### config.mk
export PLATFORM = sky130hd
export DESIGN_NAME = dual_stream_min_max_moving_average_core
export DESIGN_NICKNAME = d
export VERILOG_FILES = /design/src/sv/dsmm_pkg.sv /design/src/sv/dsmm_mean.sv /design/src/sv/dsmm_channel.sv /design/src/sv/dual_stream_min_max_moving_average_core.sv
export SDC_FILE = /design/constraint.sdc
export NUM_CORES = 2
export LEC_CHECK = 0
export BUFFER_PORTS_ARGS = -buffer_cell sky130_fd_sc_hd__buf_2
export CAP_MARGIN = 25
export CORE_MARGIN = 4
export CORE_UTILIZATION = 50
export DETAILED_ROUTE_END_ITERATION = 10
export PLACE_DENSITY = 0.67
export SYNTH_ARGS = -nofsm -noshare
export SYNTH_HDL_FRONTEND = slang
export SYNTH_SLANG_ARGS = --single-unit
### constraint.sdc
create_clock -name aclk -period 12.4 [get_ports aclk]
set_input_delay 1.24 -clock aclk [delete_from_list [all_inputs] [get_ports aclk]]
set_output_delay 1.24 -clock aclk [all_outputs]
set_load 0.005 [all_outputs]
### src/sv/dsmm_pkg.sv
// ============================================================================
// dsmm_pkg
// Shared defaults, fixed-point constants and control types for the dual
// stream min/max/moving-average core.
// ============================================================================
package dsmm_pkg;

    localparam int DEF_WINDOW_LEN  = 5;
    localparam int DEF_SAMPLE_BITS = 16;

    // Fractional bits of the averages.
    localparam int FRAC_BITS = 8;

    // Per-transfer control handed from the top level to each channel.
    typedef struct packed {
        logic step;   // an item moves into the result register this cycle
        logic first;  // first item since reset: seeds max and min
        logic drop;   // oldest history entry leaves the window
    } chan_ctrl_t;

endpackage

### src/sv/dsmm_mean.sv
// ============================================================================
// dsmm_mean
// Rounded mean of a window sum, scaled to 8 fractional bits, ties away from
// zero. The divide by the sample count uses a constant reciprocal table.
// ============================================================================
module dsmm_mean #(
    parameter int WINDOW_LEN  = dsmm_pkg::DEF_WINDOW_LEN,
    parameter int SAMPLE_BITS = dsmm_pkg::DEF_SAMPLE_BITS,
    localparam int SUMW = SAMPLE_BITS + $clog2(WINDOW_LEN),
    localparam int CW   = $clog2(WINDOW_LEN + 1),
    localparam int AW   = SAMPLE_BITS + dsmm_pkg::FRAC_BITS
) (
    input  logic signed [SUMW-1:0] sum,
    input  logic        [CW-1:0]   count,
    output logic signed [AW-1:0]   avg
);

    localparam int MW = SUMW + dsmm_pkg::FRAC_BITS;
    localparam int K  = MW + $clog2(WINDOW_LEN);
    localparam int RW = K + 1;
    localparam int PW = MW + RW;

    // recip_tab[n] = ceil(2^K / n); with K this large the product is exact.
    logic [RW-1:0] recip_tab [2**CW];

    for (genvar g = 0; g < 2**CW; g++) begin : g_rcp
        if (g >= 1 && g <= WINDOW_LEN) begin : g_used
            localparam logic [63:0] ONE_K = 64'd1 << K;
            localparam logic [63:0] RCP   = (ONE_K + 64'(g) - 64'd1) / 64'(g);
            assign recip_tab[g] = RCP[RW-1:0];
        end else begin : g_unused
            assign recip_tab[g] = '0;
        end
    end

    logic            neg;
    logic [SUMW-1:0] mag;
    logic [MW-1:0]   scaled;
    logic [PW-1:0]   prod;
    logic [AW-1:0]   quot;

    assign neg    = sum[SUMW-1];
    assign mag    = neg ? SUMW'(-sum) : SUMW'(sum);
    assign scaled = {mag, dsmm_pkg::FRAC_BITS'(0)} + MW'(count >> 1);
    assign prod   = PW'(scaled) * PW'(recip_tab[count]);
    assign quot   = prod[K +: AW];
    assign avg    = neg ? AW'(-quot) : AW'(quot);

endmodule

### src/sv/dsmm_channel.sv
// ============================================================================
// dsmm_channel
// One sample channel: running max and min, sample history and a running
// window sum feeding the rounded mean.
// ============================================================================
module dsmm_channel #(
    parameter int WINDOW_LEN  = dsmm_pkg::DEF_WINDOW_LEN,
    parameter int SAMPLE_BITS = dsmm_pkg::DEF_SAMPLE_BITS,
    localparam int CW = $clog2(WINDOW_LEN + 1),
    localparam int AW = SAMPLE_BITS + dsmm_pkg::FRAC_BITS
) (
    input  logic                          aclk,
    input  logic                          aresetn,
    input  dsmm_pkg::chan_ctrl_t          ctrl,
    input  logic        [CW-1:0]          count,
    input  logic signed [SAMPLE_BITS-1:0] sample,
    output logic signed [SAMPLE_BITS-1:0] max_next,
    output logic signed [SAMPLE_BITS-1:0] min_next,
    output logic signed [AW-1:0]          avg_next
);

    localparam int SUMW  = SAMPLE_BITS + $clog2(WINDOW_LEN);
    localparam int DEPTH = WINDOW_LEN - 1;

    logic signed [SAMPLE_BITS-1:0] hist_reg [DEPTH];
    logic signed [SAMPLE_BITS-1:0] high_reg;
    logic signed [SAMPLE_BITS-1:0] low_reg;
    logic signed [SUMW-1:0]        win_sum_reg;
    logic signed [SUMW-1:0]        win_sum_next;
    logic signed [SUMW-1:0]        total;

    // win_sum_reg holds the sum of the valid history entries only.
    assign total        = win_sum_reg + SUMW'(sample);
    assign win_sum_next = ctrl.drop ? total - SUMW'(hist_reg[DEPTH-1]) : total;

    assign max_next = (ctrl.first || sample > high_reg) ? sample : high_reg;
    assign min_next = (ctrl.first || sample < low_reg)  ? sample : low_reg;

    dsmm_mean #(
        .WINDOW_LEN (WINDOW_LEN),
        .SAMPLE_BITS(SAMPLE_BITS)
    ) u_mean (
        .sum  (total),
        .count(count),
        .avg  (avg_next)
    );

    always_ff @(posedge aclk) begin
        if (!aresetn) begin
            win_sum_reg <= '0;
        end else if (ctrl.step) begin
            win_sum_reg <= win_sum_next;
        end
    end

    always_ff @(posedge aclk) begin
        if (ctrl.step) begin
            high_reg    <= max_next;
            low_reg     <= min_next;
            hist_reg[0] <= sample;
            for (int i = 1; i < DEPTH; i++) begin
                hist_reg[i] <= hist_reg[i-1];
            end
        end
    end

endmodule

### src/sv/dual_stream_min_max_moving_average_core.sv
// Path: a transfer accepted on s_ passes the input register and then the
// result register before it is presented on m_; the per-channel window sum,
// min/max compare and one reciprocal multiply sit between the two registers.
// Throughput: one item per cycle while m_tready does not stall the output.
// Reset: synchronous active-low aresetn clears valids, sample count and
// window sums; max and min are seeded by the first sample after reset.
// ============================================================================
// dual_stream_min_max_moving_average_core
// Running max, min and moving average for charge and temperature streams.
// ============================================================================
module dual_stream_min_max_moving_average_core #(
    parameter int WINDOW_LEN  = dsmm_pkg::DEF_WINDOW_LEN,
    parameter int SAMPLE_BITS = dsmm_pkg::DEF_SAMPLE_BITS,
    localparam int IN_W  = ((2 * SAMPLE_BITS + 7) / 8) * 8,
    localparam int OUT_W = ((6 * SAMPLE_BITS + 2 * dsmm_pkg::FRAC_BITS + 7) / 8) * 8
) (
    input  logic             aclk,
    input  logic             aresetn,
    input  logic             s_tvalid,
    output logic             s_tready,
    // Fields from bit 0: charge_sample, temp_sample.
    input  logic [IN_W-1:0]  s_tdata,
    output logic             m_tvalid,
    input  logic             m_tready,
    // Fields from bit 0: charge_max, charge_min, charge_avg,
    // temp_max, temp_min, temp_avg.
    output logic [OUT_W-1:0] m_tdata
);

    localparam int SB = SAMPLE_BITS;
    localparam int AW = SAMPLE_BITS + dsmm_pkg::FRAC_BITS;
    localparam int CW = $clog2(WINDOW_LEN + 1);

    logic                 in_valid_reg;
    logic signed [SB-1:0] in_charge_reg;
    logic signed [SB-1:0] in_temp_reg;
    logic                 out_valid_reg;
    logic signed [SB-1:0] out_cmax_reg, out_cmin_reg, out_tmax_reg, out_tmin_reg;
    logic signed [AW-1:0] out_cavg_reg, out_tavg_reg;
    logic [CW-1:0]        seen_reg;
    logic [CW-1:0]        seen_next;
    logic [CW-1:0]        count;
    logic                 out_free;
    logic                 advance;
    dsmm_pkg::chan_ctrl_t ctrl;

    logic signed [SB-1:0] cmax_next, cmin_next, tmax_next, tmin_next;
    logic signed [AW-1:0] cavg_next, tavg_next;

    assign out_free = !out_valid_reg || m_tready;
    assign advance  = in_valid_reg && out_free;
    assign s_tready = !in_valid_reg || out_free;

    assign count     = (seen_reg < CW'(WINDOW_LEN)) ? seen_reg + CW'(1) : CW'(WINDOW_LEN);
    assign seen_next = (seen_reg < CW'(WINDOW_LEN)) ? seen_reg + CW'(1) : seen_reg;

    assign ctrl.step  = advance;
    assign ctrl.first = (seen_reg == '0);
    assign ctrl.drop  = (seen_reg >= CW'(WINDOW_LEN - 1));

    dsmm_channel #(
        .WINDOW_LEN (WINDOW_LEN),
        .SAMPLE_BITS(SAMPLE_BITS)
    ) u_charge (
        .aclk    (aclk),
        .aresetn (aresetn),
        .ctrl    (ctrl),
        .count   (count),
        .sample  (in_charge_reg),
        .max_next(cmax_next),
        .min_next(cmin_next),
        .avg_next(cavg_next)
    );

    dsmm_channel #(
        .WINDOW_LEN (WINDOW_LEN),
        .SAMPLE_BITS(SAMPLE_BITS)
    ) u_temp (
        .aclk    (aclk),
        .aresetn (aresetn),
        .ctrl    (ctrl),
        .count   (count),
        .sample  (in_temp_reg),
        .max_next(tmax_next),
        .min_next(tmin_next),
        .avg_next(tavg_next)
    );

    always_ff @(posedge aclk) begin
        if (!aresetn) begin
            in_valid_reg  <= 1'b0;
            out_valid_reg <= 1'b0;
            seen_reg      <= '0;
        end else begin
            if (s_tready) begin
                in_valid_reg <= s_tvalid;
            end
            if (out_free) begin
                out_valid_reg <= in_valid_reg;
            end
            if (advance) begin
                seen_reg <= seen_next;
            end
        end
    end

    always_ff @(posedge aclk) begin
        if (s_tvalid && s_tready) begin
            in_charge_reg <= s_tdata[0 +: SB];
            in_temp_reg   <= s_tdata[SB +: SB];
        end
        if (advance) begin
            out_cmax_reg <= cmax_next;
            out_cmin_reg <= cmin_next;
            out_cavg_reg <= cavg_next;
            out_tmax_reg <= tmax_next;
            out_tmin_reg <= tmin_next;
            out_tavg_reg <= tavg_next;
        end
    end

    // The fields are zero-extended up to whole bytes.
    assign m_tvalid = out_valid_reg;
    assign m_tdata  = OUT_W'({out_tavg_reg, out_tmin_reg, out_tmax_reg,
                              out_cavg_reg, out_cmin_reg, out_cmax_reg});

    // The sample count saturates at the window length.
    a_seen_bound: assert property (@(posedge aclk) disable iff (!aresetn)
        seen_reg <= CW'(WINDOW_LEN))
        else $error("sample count beyond window length");

    // Every item that leaves the input register shows up as a result.
    a_advance_valid: assert property (@(posedge aclk) disable iff (!aresetn)
        advance |=> m_tvalid)
        else $error("advanced item did not reach the result register");

    // Running extremes stay ordered on every delivered result.
    a_order: assert property (@(posedge aclk) disable iff (!aresetn)
        m_tvalid |-> (out_cmax_reg >= out_cmin_reg) && (out_tmax_reg >= out_tmin_reg))
        else $error("running max below running min");

endmodule
# After elaboration in Yosys (flattened, before gate mapping)
# Memory sizes are Yosys's and may differ from the RTL's.
# Cells that the tools add are included.
[totals]
output_inout_bits = 114
mem_bits_rw = 128
n_memories = 3
reg_bits = 187
romBits = 248
elab_cells = 64
inputBits = 36
[mem_list]
columns = ["memory", "words", "word_bits", "rd", "rd_clocked_by_memory_dff", "wr", "line_no", "text"]
rows = [
  ["(name not given)", 8, 31, 1, 0, 0, "dsmm_mean.sv:45", "assign prod = PW'(scaled) * PW'(recip_tab[count]);"],
  ["u_charge.hist_reg", 4, 16, 4, 0, 4, "dsmm_channel.sv:25", "logic signed [SAMPLE_BITS-1:0] hist_reg [DEPTH];"],
  ["u_temp.hist_reg", 4, 16, 4, 0, 4, "dsmm_channel.sv:25", ""],
]
[op_classes]
n_mux = 11
bitwise = 1
magnitude_cmp = 7
n_mul = 2
n_addsub = 11
reduce_logical = 16
[op_table]
columns = ["op", "count"]
rows = [
  ["multiplier 27 x 31 -> 54 bit", 2],
  ["2-to-1 mux 19 bit", 4],
  ["2-to-1 mux 31 bit", 2],
  ["adder 27 x 2 -> 27 bit", 2],
  ["2-to-1 mux 24 bit", 2],
  ["negation 24 bit", 2],
  ["adder 19 x 16 -> 19 bit", 2],
  ["negation 19 bit", 2],
  ["subtractor 19 x 16 -> 19 bit", 2],
  ["greater-than comparator 16 bit", 2],
  ["< comparator 16 bit", 2],
  ["AND reduction 2 bit", 5],
  ["logical OR 1 bit", 6],
  ["greater-or-equal comparator 4 bit, second input constant", 1],
  ["NOT 3 -> 4 bit", 1],
  ["adder 3 x 1 -> 3 bit, second input constant", 1],
  ["greater-or-equal comparator 3 bit, second input constant", 1],
  ["logical NOT 3 bit", 1],
  ["< comparator 3 bit, second input constant", 1],
  ["2-to-1 mux 3 bit", 1],
  ["logical AND 1 bit", 2],
  ["logical NOT 1 bit", 2],
  ["2-to-1 mux 1 bit", 2],
]

# Depth between registers and ports, before layout
[logic_depth]
depth_word = 9
depth_mapped = 44
mapped_depth_nobuf = 43

# Cells and area by module
# Synthesis repeated with hierarchy kept, for this count alone.
[hier_totals]
cells_unflattened = 4369
area_unflattened_um2 = 44495.2
[modules_own_cells]
columns = ["module", "cells_per_inst", "area_each_um2", "n_inst", "seq_area_each_um2"]
rows = [
  ["dsmm_mean at u_temp.u_mean", 1460, 12982.5, 1, 0.0],
  ["dsmm_mean at u_charge.u_mean", 1468, 12924.9, 1, 0.0],
  ["dsmm_channel at u_temp", 686, 7294.5, 1, 3263.1],
  ["dsmm_channel at u_charge", 573, 6661.4, 1, 3263.1],
  ["dual_stream_min_max_moving_average_core", 182, 4631.9, 1, 4424.2],
]

# Worst setup path before layout
# OpenSTA, ideal clock, no wires.
[synth_path]
path_type = "reg-to-reg"
start = "register in_charge_reg[0]"
end = "register out_cavg_reg[21], data pin"
path_stages_with_launch = 39
setup_ps = 262
period_less_slack_ps = 10649
arrival_ps = 10388
path_buffers = 0
required_ps = 12138
path_slack_ps = 1751
cell_sequence = "edfxtp_1 ha_1 fa_1 a21o_1 a221oi_1 xnor2_1 nor3_1 nor4b_1 nand2_1 nor3b_1 nor2_1 xnor2_1 or2_2 inv_1 fa_1 fa_1 inv_1 fa_1 [3 not listed] inv_1 fa_1 inv_1 ha_1 ha_1 a21o_1 a21oi_1 nor2b_1 or4b_1 o221a_2 o31a_1 nor2_1 mux2_2 a2111oi_1 nand3_1 o311a_1 a211oi_1 xnor2_1"
[synth_between]
elab_chain_len = 7
[synth_lines]
columns = ["element", "line_no", "text"]
rows = [
  ["start: declaration", "dual_stream_min_max_moving_average_core.sv:35", "logic signed [SB-1:0] in_charge_reg;"],
  ["start signal: assignment", "dual_stream_min_max_moving_average_core.sv:109", "in_charge_reg <= s_tdata[0 +: SB];"],
  ["adder 19 x 16 -> 19 bit *", "dsmm_channel.sv:33", "assign total = win_sum_reg + SUMW'(sample);"],
  ["negation 19 bit", "dsmm_mean.sv:43", "assign mag = neg ? SUMW'(-sum) : SUMW'(sum);"],
  ["2-to-1 mux 19 bit", "dsmm_mean.sv:43", ""],
  ["adder 27 x 2 -> 27 bit", "dsmm_mean.sv:44", "assign scaled = {mag, dsmm_pkg::FRAC_BITS'(0)} + MW'(count >> 1);"],
  ["multiplier 27 x 31 -> 54 bit", "dsmm_mean.sv:45", ""],
  ["negation 24 bit", "dsmm_mean.sv:47", "assign avg = neg ? AW'(-quot) : AW'(quot);"],
  ["2-to-1 mux 24 bit *", "dsmm_mean.sv:47", ""],
  ["net cavg_next[21]", "dual_stream_min_max_moving_average_core.sv:48", "logic signed [AW-1:0] cavg_next, tavg_next;"],
  ["end signal: assignment", "dual_stream_min_max_moving_average_core.sv:115", "out_cavg_reg <= cavg_next;"],
  ["end: declaration", "dual_stream_min_max_moving_average_core.sv:39", "logic signed [AW-1:0] out_cavg_reg, out_tavg_reg;"],
]
# Mark *: on every way through the listed nets, which the timed path passes. The rest lies on a longest branch.
# A chain may end at the register's enable or synchronous reset.

# Worst setup path in the final report
[layout_path]
start = "register in_charge_reg[0]"
end = "register out_cavg_reg[23], data pin"
# Same word-level chain as after synthesis.

==> results.toml <==
[status]
status = "completed"

[floorplanning]
dieArea_sq_mm = 0.0846
die_w_microns = 291
io_pins = 150
die_y_microns = 291
initial_utilization_pct = 50.6
coreArea_sq_mm = 0.0791
rows = 103

[finish]
drive_above_1_share_pct = 7.90
diodes = 0
seq_area_sq_mm = 0.00903
fin_cells = 5227
utilization_pct = 55.0
nets = 5241
area_growth_pct = 8.85
fin_area_sq_mm = 0.0436
multi_input_area_sq_mm = 0.0274
nFillCells = 7058

[sta]
period_minus_slack_ns = 11.71
rsz0062_at_grt = "yes"
setup_slack_ns = 0.695
totalNegativeSetupSlack_ns = 0
final.period_utilization_pct = 94.4
finalHoldViolCount = 0
setup_viol = 0
fin_skew_ns = 0.0202
maxSlewViolCount = 0
maxSlewHeadroom_pct = 27.0
holdWs_ns = 0.413
tightest_slew_ns = 1.09
clock.fmax_mhz = 85.4

[critical_path]
critical_path_buf_inv_count = 9
cp_slowest_cell = "fa_1"
reg2reg_depth = 40
crit_required_ns = 12.72
worst_setup_path_end_kind = "flip-flop"
cp-start-kind = "flip-flop"
r2r_end = "out_cavg_reg[23]"
crit_fanout = 24
cpPeakStageDelay_ns = 0.60
worstSetupPathType = "reg -> reg"
cp_top_family = "adder cells"
ff2ff_setup_slack_ns = 0.69
worstPathArrival_ns = 12.02
worstSetupPathDepth = 40
timing.rr.start = "in_charge_reg[0]"

[placed_design]
place_inst = 5148
place_worst_setup_slack_ns = 0.475
place_area_sq_mm = 0.0421
dp_hpwl_mm = 79.6
io_buffer_count = 149
place.gp.congestion = 0.945

[clock_network]
ctsLongestPathBuffers = 3
cts_sinks = 315
root_buffer = "clkbuf_16"
numCtsBuffers = 37
cts.reportedPaths.clkPinSlew_ns = 0.07
cts_max_level = 2
holdBufCountCts = 0
cts_tree = "built"
clock_latency_ns = 0.58

[yosys]
synth.distinct_cells = 103
yosysTopAreaCell = "fa_1"
synth_top_area_share_pct = 27.4
synth-seq-cells = 315
synthCells = 3982
netlist_top_cells_area = "fa_1, edfxtp_1, ha_1, inv_1, xnor2_1"
yosysSeqAreaShare_pct = 22.6
synth-async-reset-ratio_pct = 0
ys.warnings.count = 0
synth_edf_count = 272
synth_area_per_cell_sq_um = 10.0
synth_area_sq_mm = 0.0400
synth-main-ff-cell = "edfxtp_1"

[grt]
antenna_found_initial = 1
grt_pass1_vias = 28900
track_usage_pct = 22.6
grt_first_pass_wirelength_mm = 154
gr-total-overflow = 0
grt_max_degree = 85

[power]
power_density_mw_per_mm2 = 226
swShare_pct = 48.6
p_sw_mw = 4.79
intPower_mw = 5.06
pwr-share-seq_pct = 15.2
leakage_nw = 21.6
total_power_mw = 9.85
vdd_drop_max_uv = 181
p_clk_share_pct = 11.1
pwr-share-comb_pct = 73.6

[routing]
vias = 27700
drtIter0Drc = 1420
routed_wl_mm = 94.7
drcViolationCount = 0
routedWlPerCell_microns = 18.1
ant_nets = 0
first_pass_iters = 5
post_drt_via_cell_ratio = 5.30

[hold_path]
holdPathEnd = "u_charge.hist_reg[1][13]"
min_path_cells = 0
hp-class = "reg -> reg"
hp-start = "u_charge.hist_reg[0][13]"

[run]
drv_cap = 0
==> layout by cell type, fill, tap and decap left out, types with 53 or more instances in the layout <==
cell	synthesis	final
xor2_1	73	70
fa_1	547	547
o21ai_0	98	98
edfxtp_1	272	272
a21o_1	72	72
buf_2	0	149
inv_1	913	912
nor3_1	57	53
nand2_1	183	183
a21oi_1	190	187
ha_1	510	510
xnor2_1	111	108
nor2_1	257	255
==> synth_stat cells (8+ instances only) <==
master and instances:
inv_1 913, fa_1 547, ha_1 510, edfxtp_1 272, nor2_1 257, a21oi_1 190
nand2_1 183, xnor2_1 111, o21ai_0 98, xor2_1 73, a21o_1 72, clkbuf_1 61
nor3_1 57, nand3_1 50, dfxtp_1 43, nand2b_1 39, a211oi_1 34, and3_1 32
o211ai_1 26, o21a_1 25, nand4_1 23, nor2b_1 23, o31ai_1 21, a31oi_1 19
or3_1 18, and2_1 17, mux2i_1 17, o21bai_1 15, or2_2 15, a21boi_0 14
a211o_1 9, a31o_2 9, o211a_1 8
==> area by class of cell <==
cell class / count / share of cell area, %
sequential: 315 / 20.7
tap: 1050 / 3.02
timing repair buffer: 195 / 2.59
multi-input combinational: 2682 / 62.9
clock buffer: 51 / 2.39
inverter: 917 / 7.92
clock inverter: 17 / 0.431
==> power by group through the flow <==
stage	clock (mW)	combinational [mW]	sequential (mW)
after global routing	1.17	8.35	1.52
after global placement	0	7.01	1.52
after CTS	1.13	7.15	1.50
after floorplan	0	5.45	1.53
final	1.10	7.25	1.50
after detailed placement	0	7.08	1.53
==> worst max-delay path by stage <==
stage	startpoint	to	slack, ns
finish	in_charge_reg[0]	out_cavg_reg[23]	0.69
global route	in_temp_reg[0]	out_tavg_reg[16]	-0.05
detailed placement	in_charge_reg[0]	out_cavg_reg[21]	0.47
CTS	in_charge_reg[0]	out_cavg_reg[21]	0.46
floorplan	in_charge_reg[0]	out_cavg_reg[21]	1.75
global placement	in_charge_reg[1]	out_cavg_reg[21]	0.64
==> worst register-to-register path, delay by kind of cell, from the launching register on <==
kind / cells / cell delay (ns)
muxes: 1 / 0.26
xor gates and xnor gates: 2 / 0.27
and+or+nand+nor: 6 / 0.99
buffers and inverters: 9 / 0.97
adders and majority gates: 10 / 4.71
AOI/OAI and AO/OA: 12 / 3.76
DFF: 1 / 0.49
==> cell families after synthesis <==
kind of cell	after synthesis	share of synthesized area [%]
fa+ha+maj	1057	43.3
buf+inv	991	9.41
simple gates	764	9.21
compound gates	650	10.9
flops	315	22.6
xor+xnor	186	4.15
mux	18	0.453
other cells	1	0.00937
==> layer usage <==
metal	routed length, microns	GRT usage, %
met1	43500	31.4
met2	44100	37.5
met3	4180	3.17
met4	2940	6.37
met5	13	0
==> what timing repair did <==
item | 4_1_cts | 5_1_grt
endpoints found under the setup margin | 0 | 14
gates resized for setup | 0 | 24
setup buffers | 0 | 9
Power figures use the tool's default switching activity.
